<file path="src/rtl/uer_pkg.sv">
package uer_pkg;

  // sizing
  localparam int NUM_SENSORS = 5;
  localparam int COUNT_WIDTH = 32;
  localparam int CNT_IDX_W   = $clog2(COUNT_WIDTH);
  localparam int CH_W        = 3;
  localparam int ECHO_W      = 5;
  localparam int TRIG_W      = 5;
  localparam int DIST_W      = 16;
  localparam int TTICK_W     = 32;
  localparam int TPMM_W      = 16;
  localparam int CFG_IDX_W   = 1;
  localparam int CFG_DATA_W  = 32;

  // reset values of the configuration registers
  localparam logic [TTICK_W-1:0] TRIGGER_TICKS_RST = TTICK_W'(2000);
  localparam logic [TPMM_W-1:0]  TICKS_PER_MM_RST  = TPMM_W'(5844);
  localparam logic [DIST_W-1:0]  DIST_MAX          = '1;

  // configuration register indexes
  localparam logic [CFG_IDX_W-1:0] REG_TRIGGER_TICKS = 1'b0;
  localparam logic [CFG_IDX_W-1:0] REG_TICKS_PER_MM  = 1'b1;

  // input operation codes
  localparam logic OP_TICK  = 1'b0;
  localparam logic OP_START = 1'b1;

  // controller states
  typedef enum logic [2:0] {
    ST_IDLE,
    ST_PULSE,
    ST_WAIT,
    ST_MEASURE,
    ST_DIVIDE
  } uer_state_t;

  // controller to datapath
  typedef struct packed {
    logic load_start;
    logic pulse_inc;
    logic echo_set;
    logic echo_inc;
    logic div_start;
    logic emit;
    logic res_pulse;
    logic res_busy;
    logic res_done;
    logic res_bad;
  } uer_cmd_t;

  // datapath to controller
  typedef struct packed {
    logic pulse_done;
    logic echo_hi;
    logic chan_bad;
    logic div_done;
    logic out_blocked;
  } uer_sts_t;

endpackage

</file>
<file path="src/rtl/uer_div.sv">
module uer_div (
  input  logic                               clk,
  input  logic                               rst_n,
  input  logic                               start,
  input  logic [uer_pkg::COUNT_WIDTH-1:0]    dividend,
  input  logic [uer_pkg::TPMM_W-1:0]         divisor,
  output logic                               done,
  output logic [uer_pkg::COUNT_WIDTH-1:0]    quotient
);

  logic [uer_pkg::COUNT_WIDTH-1:0] quo_r;
  logic [uer_pkg::TPMM_W:0]        rem_r;
  logic [uer_pkg::TPMM_W:0]        rem_nxt;
  logic [uer_pkg::TPMM_W:0]        rem_shift;
  logic [uer_pkg::TPMM_W-1:0]      divisor_r;
  logic [uer_pkg::CNT_IDX_W-1:0]   cnt_r;
  logic                            busy_r;
  logic                            done_r;
  logic                            ge;

  // one restoring step per cycle, a zero divisor yields all ones
  assign rem_shift = {rem_r[uer_pkg::TPMM_W-1:0], quo_r[uer_pkg::COUNT_WIDTH-1]};
  assign ge        = rem_shift >= {1'b0, divisor_r};
  assign rem_nxt   = ge ? (rem_shift - {1'b0, divisor_r}) : rem_shift;

  // iteration control, done holds until the next start
  always_ff @(posedge clk) begin
    if (!rst_n) begin
      busy_r <= 1'b0;
      done_r <= 1'b0;
      cnt_r  <= '0;
    end else if (start) begin
      busy_r <= 1'b1;
      done_r <= 1'b0;
      cnt_r  <= '0;
    end else if (busy_r) begin
      cnt_r <= cnt_r + 1'b1;
      if (cnt_r == uer_pkg::CNT_IDX_W'(uer_pkg::COUNT_WIDTH - 1)) begin
        busy_r <= 1'b0;
        done_r <= 1'b1;
      end
    end
  end

  // shift registers
  always_ff @(posedge clk) begin
    if (start) begin
      quo_r     <= dividend;
      rem_r     <= '0;
      divisor_r <= divisor;
    end else if (busy_r) begin
      quo_r <= {quo_r[uer_pkg::COUNT_WIDTH-2:0], ge};
      rem_r <= rem_nxt;
    end
  end

  assign done     = done_r;
  assign quotient = quo_r;

endmodule

</file>
<file path="src/rtl/uer_ctrl.sv">
module uer_ctrl (
  input  logic              clk,
  input  logic              rst_n,
  input  logic              in_valid,
  input  logic              in_op,
  output logic              in_stall,
  input  uer_pkg::uer_sts_t sts,
  output uer_pkg::uer_cmd_t cmd
);

  uer_pkg::uer_state_t state_r;
  uer_pkg::uer_state_t state_nxt;
  logic                acc;
  logic                start_ok;

  assign in_stall = (state_r == uer_pkg::ST_DIVIDE) || sts.out_blocked;
  assign acc      = in_valid && !in_stall;
  assign start_ok = (in_op == uer_pkg::OP_START) && !sts.chan_bad;

  // state register
  always_ff @(posedge clk) begin
    if (!rst_n) begin
      state_r <= uer_pkg::ST_IDLE;
    end else begin
      state_r <= state_nxt;
    end
  end

  // next state
  always_comb begin
    state_nxt = state_r;
    unique case (state_r)
      uer_pkg::ST_IDLE: begin
        if (acc && start_ok) state_nxt = uer_pkg::ST_PULSE;
      end
      uer_pkg::ST_PULSE: begin
        if (acc && sts.pulse_done) state_nxt = uer_pkg::ST_WAIT;
      end
      uer_pkg::ST_WAIT: begin
        if (acc && sts.echo_hi) state_nxt = uer_pkg::ST_MEASURE;
      end
      uer_pkg::ST_MEASURE: begin
        if (acc && !sts.echo_hi) state_nxt = uer_pkg::ST_DIVIDE;
      end
      uer_pkg::ST_DIVIDE: begin
        if (sts.div_done && !sts.out_blocked) state_nxt = uer_pkg::ST_IDLE;
      end
      default: state_nxt = uer_pkg::ST_IDLE;
    endcase
  end

  // commands
  always_comb begin
    cmd = '0;
    unique case (state_r)
      uer_pkg::ST_IDLE: begin
        cmd.load_start = acc && start_ok;
        cmd.emit       = acc;
        cmd.res_pulse  = start_ok;
        cmd.res_busy   = start_ok;
        cmd.res_bad    = (in_op == uer_pkg::OP_START) && sts.chan_bad;
      end
      uer_pkg::ST_PULSE: begin
        cmd.pulse_inc = acc && !sts.pulse_done;
        cmd.emit      = acc;
        cmd.res_pulse = !sts.pulse_done;
        cmd.res_busy  = 1'b1;
      end
      uer_pkg::ST_WAIT: begin
        cmd.echo_set = acc && sts.echo_hi;
        cmd.emit     = acc;
        cmd.res_busy = 1'b1;
      end
      uer_pkg::ST_MEASURE: begin
        // echo low ends the item in the divider, result comes later
        cmd.echo_inc  = acc && sts.echo_hi;
        cmd.div_start = acc && !sts.echo_hi;
        cmd.emit      = acc && sts.echo_hi;
        cmd.res_busy  = 1'b1;
      end
      uer_pkg::ST_DIVIDE: begin
        // wait for a free output register before writing the distance
        cmd.emit     = sts.div_done && !sts.out_blocked;
        cmd.res_done = 1'b1;
      end
      default: cmd = '0;
    endcase
  end

endmodule

</file>
<file path="src/rtl/uer_dp.sv">
module uer_dp (
  input  logic                              clk,
  input  logic                              rst_n,
  input  logic [uer_pkg::CH_W-1:0]          in_channel,
  input  logic [uer_pkg::ECHO_W-1:0]        in_echo,
  input  logic                              cfg_valid,
  input  logic [uer_pkg::CFG_IDX_W-1:0]     cfg_index,
  input  logic [uer_pkg::CFG_DATA_W-1:0]    cfg_wdata,
  output logic                              cfg_ready,
  output logic                              out_valid,
  input  logic                              out_stall,
  output logic [uer_pkg::TRIG_W-1:0]        out_trigger,
  output logic                              out_busy_res,
  output logic                              out_done_res,
  output logic [uer_pkg::DIST_W-1:0]        out_distance_mm,
  output logic                              out_bad_channel,
  input  uer_pkg::uer_cmd_t                 cmd,
  output uer_pkg::uer_sts_t                 sts
);

  logic [uer_pkg::TTICK_W-1:0]     trigger_ticks_r;
  logic [uer_pkg::TPMM_W-1:0]      ticks_per_mm_r;
  logic [uer_pkg::CH_W-1:0]        chan_r;
  logic [uer_pkg::CH_W-1:0]        chan_nxt;
  logic [uer_pkg::TTICK_W-1:0]     pulse_cnt_r;
  logic [uer_pkg::COUNT_WIDTH-1:0] echo_cnt_r;
  logic [uer_pkg::TTICK_W-1:0]     limit;
  logic [uer_pkg::ECHO_W-1:0]      echo_shift;
  logic [uer_pkg::COUNT_WIDTH-1:0] quotient;
  logic [uer_pkg::DIST_W-1:0]      dist_sat;
  logic [uer_pkg::TRIG_W-1:0]      trig_nxt;
  logic                            div_done;
  logic                            out_valid_r;
  logic                            out_valid_nxt;
  logic [uer_pkg::TRIG_W-1:0]      trig_r;
  logic                            busy_r;
  logic                            done_r;
  logic [uer_pkg::DIST_W-1:0]      dist_r;
  logic                            bad_r;

  // configuration registers, always ready
  assign cfg_ready = 1'b1;

  always_ff @(posedge clk) begin
    if (!rst_n) begin
      trigger_ticks_r <= uer_pkg::TRIGGER_TICKS_RST;
      ticks_per_mm_r  <= uer_pkg::TICKS_PER_MM_RST;
    end else if (cfg_valid) begin
      unique case (cfg_index)
        uer_pkg::REG_TRIGGER_TICKS: trigger_ticks_r <= cfg_wdata;
        uer_pkg::REG_TICKS_PER_MM:  ticks_per_mm_r  <= cfg_wdata[uer_pkg::TPMM_W-1:0];
        default: ;
      endcase
    end
  end

  // status toward the controller
  assign limit      = (trigger_ticks_r == '0) ? uer_pkg::TTICK_W'(1) : trigger_ticks_r;
  assign echo_shift = in_echo >> chan_r;

  assign sts.pulse_done  = pulse_cnt_r >= limit;
  assign sts.echo_hi     = echo_shift[0];
  assign sts.chan_bad    = in_channel >= uer_pkg::CH_W'(uer_pkg::NUM_SENSORS);
  assign sts.div_done    = div_done;
  assign sts.out_blocked = out_valid_r && out_stall;

  // channel and tick counters
  assign chan_nxt = cmd.load_start ? in_channel : chan_r;

  always_ff @(posedge clk) begin
    if (!rst_n) begin
      chan_r      <= '0;
      pulse_cnt_r <= '0;
      echo_cnt_r  <= '0;
    end else begin
      chan_r <= chan_nxt;
      if (cmd.load_start) begin
        pulse_cnt_r <= uer_pkg::TTICK_W'(1);
        echo_cnt_r  <= '0;
      end else begin
        if (cmd.pulse_inc) pulse_cnt_r <= pulse_cnt_r + 1'b1;
        if (cmd.echo_set) begin
          echo_cnt_r <= uer_pkg::COUNT_WIDTH'(1);
        end else if (cmd.echo_inc && (echo_cnt_r != '1)) begin
          echo_cnt_r <= echo_cnt_r + 1'b1;
        end
      end
    end
  end

  // echo count over ticks per millimetre
  uer_div u_div (
    .clk      (clk),
    .rst_n    (rst_n),
    .start    (cmd.div_start),
    .dividend (echo_cnt_r),
    .divisor  (ticks_per_mm_r),
    .done     (div_done),
    .quotient (quotient)
  );

  assign dist_sat = (quotient > uer_pkg::COUNT_WIDTH'(uer_pkg::DIST_MAX)) ?
                    uer_pkg::DIST_MAX : quotient[uer_pkg::DIST_W-1:0];
  assign trig_nxt = cmd.res_pulse ? (uer_pkg::TRIG_W'(1) << chan_nxt) : '0;

  // output register
  always_comb begin
    out_valid_nxt = out_valid_r;
    if (cmd.emit) begin
      out_valid_nxt = 1'b1;
    end else if (!out_stall) begin
      out_valid_nxt = 1'b0;
    end
  end

  always_ff @(posedge clk) begin
    if (!rst_n) begin
      out_valid_r <= 1'b0;
    end else begin
      out_valid_r <= out_valid_nxt;
    end
  end

  always_ff @(posedge clk) begin
    if (cmd.emit) begin
      trig_r <= trig_nxt;
      busy_r <= cmd.res_busy;
      done_r <= cmd.res_done;
      dist_r <= cmd.res_done ? dist_sat : '0;
      bad_r  <= cmd.res_bad;
    end
  end

  assign out_valid       = out_valid_r;
  assign out_trigger     = trig_r;
  assign out_busy_res    = busy_r;
  assign out_done_res    = done_r;
  assign out_distance_mm = dist_r;
  assign out_bad_channel = bad_r;

endmodule

</file>
<file path="src/rtl/ultrasonic_echo_ranger_top.sv">
// an accepted tick item's result sits in the output register in the cycle after it is taken
// throughput: one tick item per cycle while the output side keeps up and no division runs
// the tick that ends a measurement runs the bit-serial divider: its result is written
//   once the divider is done and the output register is free, and no further item is
//   taken until then
// reset: synchronous active-low rst_n; control and config registers return to defaults, ranging idle
module ultrasonic_echo_ranger_top (
  input  logic                              clk,
  input  logic                              rst_n,
  input  logic                              in_valid,
  output logic                              in_stall,
  input  logic                              in_op,
  input  logic [uer_pkg::CH_W-1:0]          in_channel,
  input  logic [uer_pkg::ECHO_W-1:0]        in_echo,
  output logic                              out_valid,
  input  logic                              out_stall,
  output logic [uer_pkg::TRIG_W-1:0]        out_trigger,
  output logic                              out_busy_res,
  output logic                              out_done_res,
  output logic [uer_pkg::DIST_W-1:0]        out_distance_mm,
  output logic                              out_bad_channel,
  input  logic                              cfg_valid,
  output logic                              cfg_ready,
  input  logic [uer_pkg::CFG_IDX_W-1:0]     cfg_index,
  input  logic [uer_pkg::CFG_DATA_W-1:0]    cfg_wdata
);

  uer_pkg::uer_cmd_t cmd;
  uer_pkg::uer_sts_t sts;

  // ranging sequencer
  uer_ctrl u_ctrl (
    .clk      (clk),
    .rst_n    (rst_n),
    .in_valid (in_valid),
    .in_op    (in_op),
    .in_stall (in_stall),
    .sts      (sts),
    .cmd      (cmd)
  );

  // counters, divider, config and output register
  uer_dp u_dp (
    .clk             (clk),
    .rst_n           (rst_n),
    .in_channel      (in_channel),
    .in_echo         (in_echo),
    .cfg_valid       (cfg_valid),
    .cfg_index       (cfg_index),
    .cfg_wdata       (cfg_wdata),
    .cfg_ready       (cfg_ready),
    .out_valid       (out_valid),
    .out_stall       (out_stall),
    .out_trigger     (out_trigger),
    .out_busy_res    (out_busy_res),
    .out_done_res    (out_done_res),
    .out_distance_mm (out_distance_mm),
    .out_bad_channel (out_bad_channel),
    .cmd             (cmd),
    .sts             (sts)
  );

`ifndef ASSERT_OFF
  // a new result never lands on one still waiting
  a_no_overwrite: assert property (@(posedge clk) disable iff (!rst_n)
    cmd.emit |-> !sts.out_blocked)
    else $error("result written over a pending item");

  // at most one trigger line high
  a_trig_onehot: assert property (@(posedge clk) disable iff (!rst_n)
    out_valid |-> $onehot0(out_trigger))
    else $error("more than one trigger line high");

  // a finished measurement leaves the block idle with triggers low
  a_done_idle: assert property (@(posedge clk) disable iff (!rst_n)
    (out_valid && out_done_res) |-> (!out_busy_res && out_trigger == '0))
    else $error("done reported while still busy");

  // divider start always stalls the following input
  a_div_stall: assert property (@(posedge clk) disable iff (!rst_n)
    cmd.div_start |=> in_stall)
    else $error("input taken while dividing");
`endif

endmodule

</file>
<file path="config.mk">
export PLATFORM = sky130hd
export DESIGN_NAME = ultrasonic_echo_ranger_top
export DESIGN_NICKNAME = d
export VERILOG_FILES = /design/src/rtl/uer_pkg.sv /design/src/rtl/uer_div.sv /design/src/rtl/uer_ctrl.sv /design/src/rtl/uer_dp.sv /design/src/rtl/ultrasonic_echo_ranger_top.sv
export SDC_FILE = /design/constraint.sdc
export NUM_CORES = 1
export LEC_CHECK = 0
export ABC_AREA = 0
export BUFFER_PORTS_ARGS = -buffer_cell sky130_fd_sc_hd__buf_2
export CORE_MARGIN = 2
export CORE_UTILIZATION = 30
export DETAILED_ROUTE_END_ITERATION = 10
export HOLD_SLACK_MARGIN = 0.02
export SYNTH_ARGS = -nofsm -noshare
export SYNTH_HDL_FRONTEND = slang
export SYNTH_HIERARCHICAL = 1
export SYNTH_SLANG_ARGS = --single-unit
</file>
<file path="constraint.sdc">
create_clock -name clk -period 9 [get_ports clk]
set_input_delay 1.8 -clock clk [delete_from_list [all_inputs] [get_ports clk]]
set_output_delay 1.8 -clock clk [all_outputs]
set_load 0.01 [all_outputs]
</file>
==> flow_metrics.tcl, run 1 <==
set metrics [dict create \
    run_status "finished, final reports clean" \
    holdPathEnd "u_dp/u_div/divisor_r[10]" \
    ys_ff_latch 214 \
    synth_top_area_frac 0.259 \
    power_density_nw_per_um2 182 \
    dp.cells 1647 \
    fp.dieW_um 195 \
    clockBufferDepth 3 \
    synth-compound-area-share 0.132 \
    antenna_found_initial 1 \
    cts_buffers 25 \
    fin_crit_ps 4720 \
    pre_cts_ws_ps 4030 \
    synth_most_common_cell "nand2_1" \
    drive_gt1_frac 0.148 \
    end_kind "flip-flop" \
    setup_viol 0 \
    rows 70 \
    routabilityCongestion 0.820 \
    synth_edf_count 72 \
    grt_pass1_vias 8260 \
    finalSetupTns_ps 0 \
    drt-vias-per-instance 4.88 \
    tightest_slew_ps 1200 \
    crit_arrival_ps 5210 \
    start_util 0.302 \
    synth_cell_types 80 \
    synthTopCellsByArea "dfxtp_1 (26%), edfxtp_1 (20%), ha_1 (5.9%), nand2_1 (5.4%), mux2_2 (3.6%)" \
    syn_inst 1149 \
    slew_violations 0 \
    area_growth_pct 13.9 \
    drc 0 \
    grt.total_usage 0.129 \
    cts_setup_buffers 0 \
    r2r_cells 16 \
    initialDrtViolationCount 355 \
    holdWs_ps 433 \
    clk_pin_slew_ps 60 \
    hold_viol_final 0 \
    period_share 0.525 \
    cts-root-buf "clkbuf_16" \
    rsz0062_at_grt "false" \
    synthAdderAreaFrac 0.0610 \
    chipHeight_um 195 \
    hp-class "reg -> reg" \
    fmaxAchievable_mhz 212 \
    dpl_cell_area_sq_um 11800 \
    crit_path_start_kind "flip-flop" \
    cts_sinks 214 \
    worstPathRequired_ps 9480 \
    io_buffers 72 \
    synthMuxAreaShare 0.0516 \
    routedWlPerCell_um 14.5 \
    ioPinCount 74 \
    nets 1306 \
    finalWorstSetupSlack_ps 4280 \
    yosysTopAreaCell "dfxtp_1" \
    synthArstFlopShare 0 \
    syn_area_sq_um 11000 \
    num_antenna_cells 0 \
    worstReg2RegEnd "u_dp/pulse_cnt_r[31]" \
    dpl.hpwl_mm 17.6 \
    maxCapViolCount 0 \
    power_mw 2.29 \
    final.setup_skew_ps 12.6 \
    cts_tree "done" \
    synthSimpleGateAreaFrac 0.212 \
    ctsHoldBuffers 0 \
    grt_max_degree 62 \
    routed_wl_mm 24.5 \
    reg2reg_from "u_dp/trigger_ticks_r[19]" \
    path_class "reg -> reg" \
    synth_common_cells "nand2_1 (159), dfxtp_1 (142), nor2_1 (94)" \
    reg2reg_slack_ps 4280 \
    min_path_cells 0 \
    fillers 3670 \
    die-area_sq_um 38200 \
    peakVddDrop_uv 138 \
    core-area_sq_um 36300 \
    synthFlopType "dfxtp_1" \
    relSlewSlack 0.201 \
    h-tree-depth 1 \
    grt_pass1_wl_mm 40.8 \
    syn_area_per_cell_sq_um 9.57 \
    yosysSeqAreaShare 0.455 \
    p_leak_nw 4.74 \
    final_util 0.345 \
    synth_warnings 6 \
    final_antenna_net_count 0 \
    insertion_delay_ps 540 \
    drt-pass1-iter-count 6 \
    cts_resized 0 \
    worstPathMaxFanout 10 \
    hp-start "u_dp/ticks_per_mm_r[10]" \
    fin_area_sq_um 12500 \
    dr_total_vias 8266 \
    synth-xor-area-share 0.0454 \
    overflow 0 \
    synth_top_family_by_area "simple AND/OR/NAND/NOR gates" \
    synth_nets 1249 \
    fin_cells 1693 \
]
==> metal layers <==
layer / up-vias / GRT usage / share of wire
li1: 4228 / - / -
met1: 3887 / 0.155 / 0.45
met2: 111 / 0.231 / 0.49
met3: 38 / 0.0221 / 0.036
met4: 2 / 0.0427 / 0.025
met5: - / 0 / 0.00045
==> how the worst max path moves through the flow <==
stage,startpoint,to,cells past startpoint
detailed placement,in_echo[3],u_dp/u_div/quotient[15],9
floorplan,in_echo[3],u_dp/u_div/quotient[21],7
finish,u_dp/trigger_ticks_r[19],u_dp/pulse_cnt_r[31],16
CTS,u_dp/trigger_ticks_r[19],u_dp/pulse_cnt_r[31],16
global placement,in_echo[3],u_dp/u_div/quotient[15],9
global route,u_dp/trigger_ticks_r[19],u_dp/pulse_cnt_r[31],16
==> registers in the layout, indices dropped and copies added, names as in the netlist, 3 cells and up <==
name and cells:
u_dp/trigger_ticks_r 32, u_dp/u_div/cnt_r 5, u_dp/out_distance_mm 16, u_dp/u_div/rem_r 16, u_ctrl/state_r 3, u_dp/u_div/divisor_r 16
u_dp/chan_r 3, u_dp/u_div/quotient 32, u_dp/echo_cnt_r 32, u_dp/out_trigger 5, u_dp/ticks_per_mm_r 16, u_dp/pulse_cnt_r 32
==> area by class of cell <==
class,count,area (sq um),share of cell area
Clock buffer,40,707,0.0564
Inverter,66,248,0.0198
Timing Repair Buffer,78,405,0.0324
Multi-Input combinational cell,821,5520,0.441
Sequential cell,214,5000,0.400
Tap cell,468,586,0.0468
Clock inverter,6,52.6,0.00420
==> cell families after synthesis <==
group | after synthesis
other cells | 1
fa+ha+maj | 53
xor+xnor | 57
mux | 51
flops | 214
simple gates | 455
compound gates | 204
buf+inv | 114
==> report_power, final <==
part,leakage (nW),internal [mW],switching [mW]
Combinational,2.53,0.112,0.165
Clock,0.367,0.543,0.402
Sequential,1.84,1.04,0.0268
==> layout by cell type (no fill, tap or decap), types with 4 or more instances in the layout <==
cell and instances:
nand2_1 159, dfxtp_1 142, nor2_1 93, buf_2 72, edfxtp_1 72, inv_1 66
ha_1 52, nand3_1 37, a21oi_1 36, mux2_2 35, a21boi_0 34, xor2_1 33
nand4_1 30, clkbuf_16 26, xnor2_1 24, o21a_1 23, o21ai_0 20, nand2b_1 17
nor4_1 16, mux2i_1 15, and4_1 15, o211ai_1 15, clkbuf_1 13, nor3_1 13
o21ai_1 13, or3_1 12, a211oi_1 10, and3_1 8, and2_1 7, a21o_1 6
nor4_2 6, buf_4 6, or4_1 5, nand3b_1 4, a31oi_1 4, o31ai_1 4
a311oi_1 4
==> worst max-delay path, cell delays in order, from the launching register on <==
cell and delay [ps]:
dfxtp_1 320, nor4_1 450, nand4_1 150, o21bai_1 190
ha_1 250, nand2b_1 140, a2111oi_0 340, or4_1 180
o2111ai_1 140, a311o_1 420, nor4_1 260, buf_4 200
nand4_2 220, nor4_4 720, nand2_1 140, or4_1 480
nand2_1 70
Note: power is estimated with default switching activity, not from simulation.
==> run 2: changes to the inputs <==
ABC_AREA = 1   (was 0)
clock period = 3.8 ns   (was 9 ns; I/O delays follow)
==> flow_metrics.tcl, run 2 <==
set metrics [dict create \
    run_status "finished, final reports clean" \
    end_kind "flip-flop" \
    period_share 0.869 \
    synth_common_cells "nand2_1 (487), inv_1 (222), nor2_1 (162)" \
    worstSetupStartpoint "u_dp/trigger_ticks_r[16]" \
    fin_area_sq_um 13800 \
    tightest_slew_ps 618 \
    setup.worst_path.end "u_dp/pulse_cnt_r[20]" \
    reg2reg_slack_ps 500 \
    crit_path_start_kind "flip-flop" \
    drc 0 \
    grt_max_degree 55 \
    hold_viol_final 0 \
    min_path_cells 0 \
    core-area_sq_um 39500 \
    antenna_found_initial 1 \
    rsz0062_at_grt "false" \
    ys_ff_latch 214 \
    yosysSeqAreaShare 0.420 \
    pre_cts_ws_ps 428 \
    overflow 0 \
    routabilityCongestion 0.869 \
    maxCapViolCount 0 \
    finalWorstSetupSlack_ps 497 \
    h-tree-depth 1 \
    r2r_cells 23 \
    drt-pass1-iter-count 5 \
    final_common_cell "nand2_1" \
    final.setup_skew_ps 14.4 \
    drive_gt1_frac 0.131 \
    synth-compound-area-share 0.0919 \
    routed_wl_mm 29.1 \
    io_buffers 72 \
    power_density_nw_per_um2 430 \
    fp.dieW_um 203 \
    synthTopCellsByArea "dfxtp_1 (24%), edfxtp_1 (18%), nand2_1 (15%), inv_1 (7.0%), ha_1 (5.5%)" \
    peakVddDrop_uv 271 \
    routedWlPerCell_um 12.9 \
    holdWs_ps 429 \
    synth_cell_types 45 \
    final_cell_mix "nand2_1 (487), inv_1 (222), nor2_1 (159), dfxtp_1 (142), nand3_1 (93)" \
    rows 73 \
    start_util 0.302 \
    final_antenna_net_count 0 \
    crit_arrival_ps 3740 \
    synth_most_common_cell "nand2_1" \
    nets 1811 \
    synthSimpleGateAreaFrac 0.321 \
    setup_viol 0 \
    synth_top_family_by_area "simple AND/OR/NAND/NOR gates" \
    synth_nets 1735 \
    chipHeight_um 203 \
    ctsHoldBuffers 0 \
    p_leak_nw 6.11 \
    fmaxAchievable_mhz 303 \
    synth-xor-area-share 0.0169 \
    grt_pass1_wl_mm 49.0 \
    die-area_sq_um 41300 \
    cts-root-buf "clkbuf_16" \
    synthArstFlopShare 0 \
    synth_warnings 6 \
    insertion_delay_ps 540 \
    synth_edf_count 72 \
    synthMuxAreaShare 0 \
    ioPinCount 74 \
    worstReg2RegEnd "u_dp/pulse_cnt_r[20]" \
    finalSetupTns_ps 0 \
    grt_pass1_vias 10089 \
    synthAdderAreaFrac 0.0563 \
    synth_top_area_frac 0.239 \
    grt.busiest_layer "met2" \
    path_class "reg -> reg" \
    relSlewSlack 0.585 \
    clk_pin_slew_ps 60 \
    drt-vias-per-instance 4.59 \
    yosysTopAreaCell "dfxtp_1" \
    dr_total_vias 10349 \
    worstPathMaxFanout 9 \
    synthFlopType "dfxtp_1" \
    dpl.hpwl_mm 21.6 \
    grt.total_usage 0.142 \
    reg2reg_from "u_dp/trigger_ticks_r[16]" \
    grt_util_met1 0.175 \
    grt_use_met3 0.0221 \
    num_antenna_cells 0 \
    cts_buffers 25 \
    dpl_cell_area_sq_um 12800 \
    hp-class "reg -> reg" \
    syn_area_sq_um 11900 \
    use_met2 0.256 \
    worstPathRequired_ps 4230 \
    syn_area_per_cell_sq_um 7.29 \
    cts_sinks 214 \
    initialDrtViolationCount 479 \
    clockBufferDepth 3 \
    power_mw 5.92 \
    cts_tree "done" \
    fin_crit_ps 3300 \
    syn_inst 1635 \
    slew_violations 0 \
    area_growth_pct 15.4 \
]
## run 2: cell types whose count changed in the layout (fill, tap and decap cells not counted), moves of 35 or more
| cell | change |
|---|---|
| nand2_1 | +328 |
| inv_1 | +156 |
| nor2_1 | +66 |
| nand3_1 | +56 |
| o21ai_0 | +54 |
| a21oi_1 | +43 |
| mux2_2 | -35 |
## run 2: logic make-up (layout without fill, tap and decap cells)
logic type,Yosys count,in the layout
fa+ha+maj,53,53
simple gates,876,876
other cells,1,1
flops,214,214
xor+xnor,23,23
compound gates,195,195
buf+inv,273,368
## run 2: worst min-delay path by stage
stage | start | end | slack [ps]
global placement | u_dp/ticks_per_mm_r[4] | u_dp/u_div/divisor_r[4] | 420
detailed placement | u_dp/ticks_per_mm_r[3] | u_dp/u_div/divisor_r[3] | 420
CTS | cfg_wdata[9] | u_dp/ticks_per_mm_r[9] | 420
finish | u_dp/ticks_per_mm_r[8] | u_dp/u_div/divisor_r[8] | 430
global route | cfg_wdata[9] | u_dp/ticks_per_mm_r[9] | 440
floorplan | u_dp/ticks_per_mm_r[10] | u_dp/u_div/divisor_r[10] | 410
## run 2: worst max-delay path, cell delays in order (launching register included)
cell and delay (ps):
dfxtp_1 310, nor4_1 350, nand4_1 220, o21bai_1 180, ha_1 240, nand2_1 60, nand3b_1 70, nand2_1 60
nand2_1 40, nand2_1 50, nand2_1 40, nand2_1 60, nand2_1 40, nand2_1 50, nand2_1 120, nor3_1 210
buf_4 160, inv_2 80, nor2_1 110, nand2_1 70, nor3_2 440, nand3_1 120, nand2_1 90, a21oi_1 40
## run 2: per-layer routing
| metal | routed length (um) | up-vias |
|---|---|---|
| met1 | 12900 | 4745 |
| met5 | 13 | - |
| met3 | 1210 | 55 |
| met4 | 681 | 2 |
| met2 | 14200 | 164 |
| li1 | - | 5383 |
## run 2: per-stage QoR
step,std cells,util
floorplan,1635,-
global placement,2209,0.326
detailed placement,2209,0.326
CTS,2255,0.348
global route,2255,0.348
finish,2255,0.348
## run 2: final cells by class
| class | instances | area (sq um) |
|---|---|---|
| Clock buffer | 31 | 731 |
| Clock inverter | 15 | 168 |
| Fill cell | 4219 | 25700 |
| Inverter | 232 | 871 |
| Multi-Input combinational cell | 1148 | 5810 |
| Sequential cell | 214 | 5000 |
| Tap cell | 525 | 657 |
| Timing Repair Buffer | 90 | 508 |
## run 2: timing repair
action,CTS,global route
setup buffers,0,0
gates resized for setup,0,2
endpoints found under the setup margin,0,2
hold endpoints to repair,0,0
## run 2: power by group
| part | total, mW | switching [mW] | internal [mW] |
|---|---|---|---|
| clock | 2.57 | 1.00 | 1.57 |
| combinational | 0.752 | 0.491 | 0.262 |
| sequential | 2.59 | 0.0660 | 2.53 |
| total | 5.92 | 1.56 | 4.36 |
==> run 3: changes to the inputs <==
--- a/config.mk
+++ b/config.mk
@@ -13,2 +13,3 @@
 export HOLD_SLACK_MARGIN = 0.02
+export SLEW_MARGIN = 25
 export SYNTH_ARGS = -nofsm -noshare
==> constraint.sdc (replaced) <==
create_clock -name clk -period 3.8 [get_ports clk]
set_input_delay 0.57 -clock clk [delete_from_list [all_inputs] [get_ports clk]]
set_output_delay 0.57 -clock clk [all_outputs]
set_load 0.01 [all_outputs]
==> flow_metrics.tcl, run 3 (same netlist as run 2, synthesis figures left out) <==
set metrics [dict create \
    cts_buffers 25 \
    final_antenna_net_count 0 \
    drt-vias-per-instance 4.54 \
    cts_tree "done" \
    insertion_delay_ps 540 \
    rows 73 \
    dr_total_vias 10230 \
    holdWs_ps 258 \
    switchingPower_mw 1.53 \
    maxCapViolCount 0 \
    hp-class "in -> reg" \
    io_buffers 72 \
    switching_share 0.269 \
    die-area_sq_um 41300 \
    chipHeight_um 203 \
    worstPathMaxFanout 9 \
    hold_viol_final 0 \
    finalSetupTns_ps 0 \
    clk_pin_slew_ps 60 \
    grt_max_degree 55 \
    crit_arrival_ps 3800 \
    num_antenna_cells 0 \
    cts_setup_buffers 0 \
    max_stage_delay_ps 340 \
    dpl.hpwl_mm 21.5 \
    grt_pass1_wl_mm 48.1 \
    slew_violations 0 \
    routabilityCongestion 0.873 \
    fin_crit_ps 3370 \
    routed_wl_mm 28.5 \
    fp.dieW_um 203 \
    peakVddDrop_uv 308 \
    overflow 0 \
    pwr-share-comb 0.130 \
    tightest_slew_ps 690 \
    crit_path_start_kind "flip-flop" \
    final_common_cell "nand2_1" \
    cts_sinks 214 \
    path_class "reg -> reg" \
    final_cell_mix "nand2_1 (487), inv_1 (221), nor2_1 (161), dfxtp_1 (142), nand3_1 (93)" \
    p_leak_nw 6.07 \
    clockPowerShare 0.414 \
    ctsHoldBuffers 0 \
    nets 1809 \
    antenna_found_initial 0 \
    clockBufferDepth 3 \
    power_density_nw_per_um2 417 \
    cp_top_family "simple AND/OR/NAND/NOR gates" \
    grt.total_usage 0.140 \
    final.setup_skew_ps 12.7 \
    cp_common_cell "nand2_1" \
    pre_cts_ws_ps 386 \
    crit_slowest_cell "nor4_1" \
    setup_viol 0 \
    drive_gt1_frac 0.128 \
    grt_pass1_vias 10048 \
    area_growth_pct 14.5 \
    cts-root-buf "clkbuf_16" \
    seq_power_share 0.456 \
    power.internal_mw 4.16 \
    period_share 0.888 \
    fmaxAchievable_mhz 296 \
    drc 0 \
    start_util 0.302 \
    drt-pass1-iter-count 6 \
    h-tree-depth 1 \
    run_status "finished, final reports clean" \
    ioPinCount 74 \
    finalWorstSetupSlack_ps 426 \
    worstPathRequired_ps 4230 \
    rsz0062_at_grt "false" \
    routedWlPerCell_um 12.7 \
    crit_buf_inv 2 \
    cts_resized 0 \
    path_cells "nor4_1 > nand4_1 > o21bai_1 > ha_1 > nand2_1 > nand3b_1 > nand2_1 > nand2_1 > nand2_1 > nand2_1 > nand2_1 > nand2_1 > nand2_1 > nand2_1 > nor3_1 > buf_4 > inv_2 > nor2_1 > nand3_1 > nor2_1 > nand4_1 > nand2_1 > nor2_1" \
    relSlewSlack 0.539 \
    end_kind "flip-flop" \
    core-area_sq_um 39500 \
    initialDrtViolationCount 493 \
]
run 3: layout make-up:
| class | instances | area (sq um) |
|---|---|---|
| Clock buffer | 30 | 694 |
| Clock inverter | 16 | 125 |
| Fill cell | 4236 | 25800 |
| Inverter | 232 | 871 |
| Multi-Input combinational cell | 1148 | 5810 |
| Sequential cell | 214 | 5000 |
| Tap cell | 525 | 657 |
| Timing Repair Buffer | 88 | 480 |
run 3: worst paths after layout:
check | startpoint | end | slack (ps) | cells past startpoint
max | u_dp/trigger_ticks_r[31] | u_dp/pulse_cnt_r[31] | 430 | 23
min | cfg_wdata[6] | u_dp/ticks_per_mm_r[6] | 260 | 3
max reg2reg | u_dp/trigger_ticks_r[31] | u_dp/pulse_cnt_r[31] | 430 | 23
min reg2reg | u_dp/ticks_per_mm_r[5] | u_dp/u_div/divisor_r[5] | 430 | 0
run 3: power groups by stage:
stage / Combinational [mW] / Sequential, mW / Clock [mW]
finish: 0.738 / 2.60 / 2.36
global route: 0.836 / 2.61 / 2.53
CTS: 0.751 / 2.60 / 2.45
detailed placement: 0.749 / 2.64 / 0
global placement: 0.740 / 2.64 / 0
floorplan: 0.472 / 2.66 / 0
run 3: worst min-delay path: cells and delay by family:
| family | cells | cell delay [ps] |
|---|---|---|
| buf+inv | 1 | 100 |
| simple gates | 2 | 100 |
run 3: per-stage QoR:
step / cells / power [mW] / utilization / instance area (sq um)
after floorplan: 1635 / 3.14 / - / 11900
after global placement: 2207 / 3.38 / 0.325 / 12800
after detailed placement: 2207 / 3.39 / 0.325 / 12800
after CTS: 2253 / 5.79 / 0.346 / 13600
after global routing: 2253 / 5.97 / 0.346 / 13600
final: 2253 / 5.69 / 0.346 / 13600
run 3: routing by layer:
layer | part of all wire | routed length, um | track usage | vias to the layer above
li1 | - | - | - | 5391
met1 | 0.45 | 12800 | 0.173 | 4620
met2 | 0.49 | 13900 | 0.249 | 160
met3 | 0.038 | 1080 | 0.0208 | 59
met4 | 0.025 | 719 | 0.0446 | 0
met5 | 0 | 0 | 0 | -
